File: config.mk
export PLATFORM = sky130hd
export DESIGN_NAME = lsc_ctrl
export DESIGN_NICKNAME = d
export VERILOG_FILES = /design/src/rtl/core/lsc_pkg.sv /design/src/rtl/core/lsc_ctrl.sv
export SDC_FILE = /design/constraint.sdc
export NUM_CORES = 1
export LEC_CHECK = 0
export ABC_AREA = 0
export ABC_CLOCK_PERIOD_IN_PS = 3450
export BUFFER_PORTS_ARGS = -buffer_cell sky130_fd_sc_hd__buf_2
export CAP_MARGIN = 20
export CORE_UTILIZATION = 25
export DETAILED_ROUTE_END_ITERATION = 7
export PLACE_DENSITY = 0.53
export SYNTH_ARGS = -nofsm -noshare
export SYNTH_HDL_FRONTEND = slang
export SYNTH_SLANG_ARGS = --single-unit
File: constraint.sdc
create_clock -name clock -period 3.45 [get_ports clock]
set_input_delay 0.1725 -clock clock [delete_from_list [all_inputs] [get_ports clock]]
set_output_delay 0.1725 -clock clock [all_outputs]
set_load 0.005 [all_outputs]
File: src/rtl/core/lsc_pkg.sv
// shared constants, types and command/status bundles of the sprite compositor
package lsc_pkg;

   localparam int ROWS       = 64;
   localparam int COLS       = 64;
   localparam int NAME_BYTES = 8;
   localparam int CELLS      = ROWS * COLS;
   localparam int ADDR_W     = $clog2(CELLS);
   localparam int CUR_W      = ADDR_W;
   localparam int EXT_W      = 7;
   localparam int TOT_W      = 2 * EXT_W;
   localparam int POS_W      = 6;
   localparam int SUM_W      = POS_W + 1;
   localparam int CHAR_W     = 8;
   localparam int DEPTH_W    = 16;
   localparam int NAME_W     = 64;
   localparam int KIND_W     = 2;

   localparam logic [NAME_W-1:0] NAME_MASK = (NAME_BYTES >= 8) ? {NAME_W{1'b1}} :
      ((NAME_W'(1) << (8 * NAME_BYTES)) - NAME_W'(1));

   localparam logic [CHAR_W-1:0] TRANSPARENT = 8'h2E;

   typedef enum logic [KIND_W-1:0] {
      KIND_CLEAR = 2'd0,
      KIND_PIXEL = 2'd1,
      KIND_EMIT  = 2'd2
   } lsc_kind_type;

   typedef struct packed {
      logic                      written;
      logic [CHAR_W-1:0]         glyph;
      logic signed [DEPTH_W-1:0] depth;
      logic [NAME_W-1:0]         name;
   } lsc_cell_type;

   // controller to datapath
   typedef struct packed {
      logic latch;
      logic clr_start;
      logic clr_step;
      logic pix_eval;
      logic pix_read;
      logic pix_write;
      logic em_mul;
      logic em_check;
      logic em_read;
      logic em_resp;
   } lsc_cmd_type;

   // datapath to controller
   typedef struct packed {
      logic clr_last;
      logic pix_drop;
      logic total_zero;
      logic div_done;
      logic rsp_free;
   } lsc_stat_type;

endpackage

File: src/rtl/core/lsc_ctrl.sv
// sequencing state machine: clearing pass, pixel read-modify-write, emit steps
module lsc_ctrl
   import lsc_pkg::*;
(
   input  logic              clock,
   input  logic              reset,
   input  logic              req_valid,
   input  logic [KIND_W-1:0] req_kind,
   output logic              req_stall,
   output lsc_cmd_type       cmd,
   input  lsc_stat_type      stat
);

   typedef enum logic [3:0] {
      ST_CLEAR,
      ST_IDLE,
      ST_PIX_RD,
      ST_PIX_WR,
      ST_EM_MUL,
      ST_EM_CHK,
      ST_EM_DIV,
      ST_EM_RD,
      ST_EM_RSP
   } state_type;

   state_type state_ff, state_in;
   logic      stall_ff;

   always_comb begin
      state_in = state_ff;
      cmd      = '0;
      unique case (state_ff)
         ST_CLEAR: begin
            cmd.clr_step = 1'b1;
            if (stat.clr_last) state_in = ST_IDLE;
         end
         ST_IDLE: begin
            if (req_valid) begin
               cmd.latch = 1'b1;
               unique case (lsc_kind_type'(req_kind))
                  KIND_CLEAR: begin
                     cmd.clr_start = 1'b1;
                     state_in      = ST_CLEAR;
                  end
                  KIND_PIXEL: state_in = ST_PIX_RD;
                  KIND_EMIT:  state_in = ST_EM_MUL;
                  default:    state_in = ST_IDLE;
               endcase
            end
         end
         ST_PIX_RD: begin
            cmd.pix_eval = 1'b1;
            cmd.pix_read = 1'b1;
            state_in     = stat.pix_drop ? ST_IDLE : ST_PIX_WR;
         end
         ST_PIX_WR: begin
            cmd.pix_write = 1'b1;
            state_in      = ST_IDLE;
         end
         ST_EM_MUL: begin
            cmd.em_mul = 1'b1;
            state_in   = ST_EM_CHK;
         end
         ST_EM_CHK: begin
            cmd.em_check = 1'b1;
            state_in     = stat.total_zero ? ST_IDLE : ST_EM_DIV;
         end
         ST_EM_DIV: begin
            if (stat.div_done) state_in = ST_EM_RD;
         end
         ST_EM_RD: begin
            cmd.em_read = 1'b1;
            state_in    = ST_EM_RSP;
         end
         ST_EM_RSP: begin
            if (stat.rsp_free) begin
               cmd.em_resp = 1'b1;
               state_in    = ST_IDLE;
            end
         end
         default: state_in = ST_IDLE;
      endcase
   end

   always_ff @(posedge clock) begin
      if (reset) begin
         state_ff <= ST_CLEAR;
         stall_ff <= 1'b1;
      end else begin
         state_ff <= state_in;
         stall_ff <= state_in != ST_IDLE;
      end
   end

   assign req_stall = stall_ff;

endmodule

==> results_dict.tcl <==
set metrics [dict create \
    status "completed" \
    async_flop_share 0 \
    post-route-period-util 0.4754 \
    synth.avg_cell_area_sq_um 7.507 \
    cts_root_buf "clkbuf_4" \
    vdd_drop_max_mv 0.1359 \
    worst_slack_ps 1810 \
    synthFlopType "dfxtp_1" \
    fin_cells 85 \
    vias 419 \
    syn_to_final_growth_pct 34.69 \
    place_inst 81 \
    first_pass_iters 4 \
    setup_viol 0 \
    tightest_slew_ps 397.1 \
    die_height_microns 40.36 \
    yosysWarnings 0 \
    fin_util 0.3715 \
    hp-class "primary input to flip-flop" \
    syn-cell-area_sq_um 367.9 \
    synth.largest_area_cell "dfxtp_1" \
    n_antenna_cell 0 \
    drc 0 \
    setup.worst_path.class "flip-flop to flip-flop" \
    antenna_found_initial 0 \
    clock_path_buffers 2 \
    routed_wl_microns 932 \
    cts.sinks 5 \
    synth.top_cells.by_count "inv_1, nor2_1, dfxtp_1, nor2b_1" \
    startpoint_type "flip-flop" \
    syn_nets 59 \
    grt_pass1_wl_mm 1.511 \
    report.final.slew_viol_count 0 \
    ant_nets 0 \
    power_uw 169.5 \
    port_buffers 20 \
    powerDensity_nw_per_um2 342.0 \
    grt_setup_unrepaired "no" \
    cts_buffers 3 \
    finalHoldViolCount 0 \
    fin_area_sq_um 495.5 \
    pre_cts_ws_ps 1814 \
    die-area_sq_um 1629 \
    die_w_microns 40.36 \
    drive_gt1_frac 0.3714 \
    synth.distinct_cells 29 \
    cts_tree "done" \
    fmax_ghz 0.6098 \
    crit_fanout 13 \
    p_leak_nw 0.2513 \
    yosysSeqAreaShare 0.2721 \
    pin_count 21 \
    drt_iter0_markers 4 \
    ctsResizeCount 0 \
    clkSlewWorstSetupHoldPaths_ps 50 \
    via_per_inst 4.929 \
    synth_area_leaders "dfxtp_1, nor2b_1, inv_1, nor2_1, or4_1" \
    coreArea_sq_um 1334 \
    synth-seq-cells 5 \
    grt_use_total 0.1440 \
    gp_congestion 0.7148 \
    synth_edf_count 0 \
    ctsHoldBuffers 0 \
    worstPathRequired_ps 3580 \
    synthCells 49 \
    setup_tns_ps 0 \
    endpoint_kind "flip-flop" \
    postCtsSetupBuffers 0 \
    maxCapViolCount 0 \
    nets 81 \
    slew_headroom 0.7349 \
    period_minus_slack_ps 1640 \
    grt_max_degree 14 \
    htreeDepth 1 \
    post_drt_wl_per_cell_microns 10.96 \
    dpl.hpwl_microns 723.8 \
    start_util 0.2758 \
    insertion_delay_ps 240 \
    rows 13 \
    overflow 0 \
    postPlaceCellArea_sq_um 469.2 \
    grt_pass1_vias 354 \
    whs_ps 170.7 \
    clock_skew_ps 4.998 \
    cp.arrival_ps 1770 \
    synth_top_area_frac 0.2721 \
]
[kinds of logic (layout without fill, tap and decap cells)]
group | Yosys count | after routing | share of synthesized area
flops | 5 | 5 | 0.2721
buf+inv | 9 | 30 | 0.1088
simple gates | 23 | 23 | 0.3639
compound gates | 12 | 12 | 0.2551
[layout by cell type (no fill, tap or decap), types with 2 or more instances in the layout]
master    Yosys  final
buf_2         2     20
nand2_1       2      2
nor2_1        6      6
dfxtp_1       5      5
clkbuf_4      0      3
or4_1         2      2
nor2b_1       4      4
inv_1         6      6
[sequential cells by signal (all words and copies together), names as in the netlist]
| signal | cells |
|---|---|
| req_stall | 1 |
| state_ff | 4 |
[area by class of cell]
type / count / area, sq um
repair buffers: 20 / 100.1
inverters: 6 / 22.52
fillers: 149 / 838.3
clock buffers: 4 / 26.28
flip-flops and latches: 5 / 100.1
multi-input cells: 35 / 227.7
well taps: 15 / 18.77
[path summary, 6_finish.rpt]
| kind | start | endpoint | slack (ps) | depth (start not counted) |
|---|---|---|---|---|
| setup / recovery | state_ff[1] | req_stall | 1810 | 3 |
| hold / removal | reset | state_ff[3] | 170 | 2 |
| setup reg to reg | state_ff[1] | req_stall | 1810 | 3 |
| hold reg to reg | state_ff[3] | req_stall | 710 | 2 |
[report_power, final]
part	leakage (nW)	switching (mW)	internal (mW)	total, mW
Clock	0.0150	0.0239	0.0437	0.0676
Combinational	0.195	0.0159	0.0177	0.0336
Sequential	0.0409	0.00623	0.0620	0.0682
[critical path: stages, from the launching register on]
cell	delay [ps]
dfxtp_1	550
a211oi_1	80
or4_1	510
a2111o_1	380
[routing by layer]
metal | track usage | routed length, microns
met2 | 0.2103 | 406
met1 | 0.1732 | 468
met3 | 0.06667 | 57
met5 | 0 | 0
met4 | 0.07500 | 0
Power figures use the tool's default switching activity.
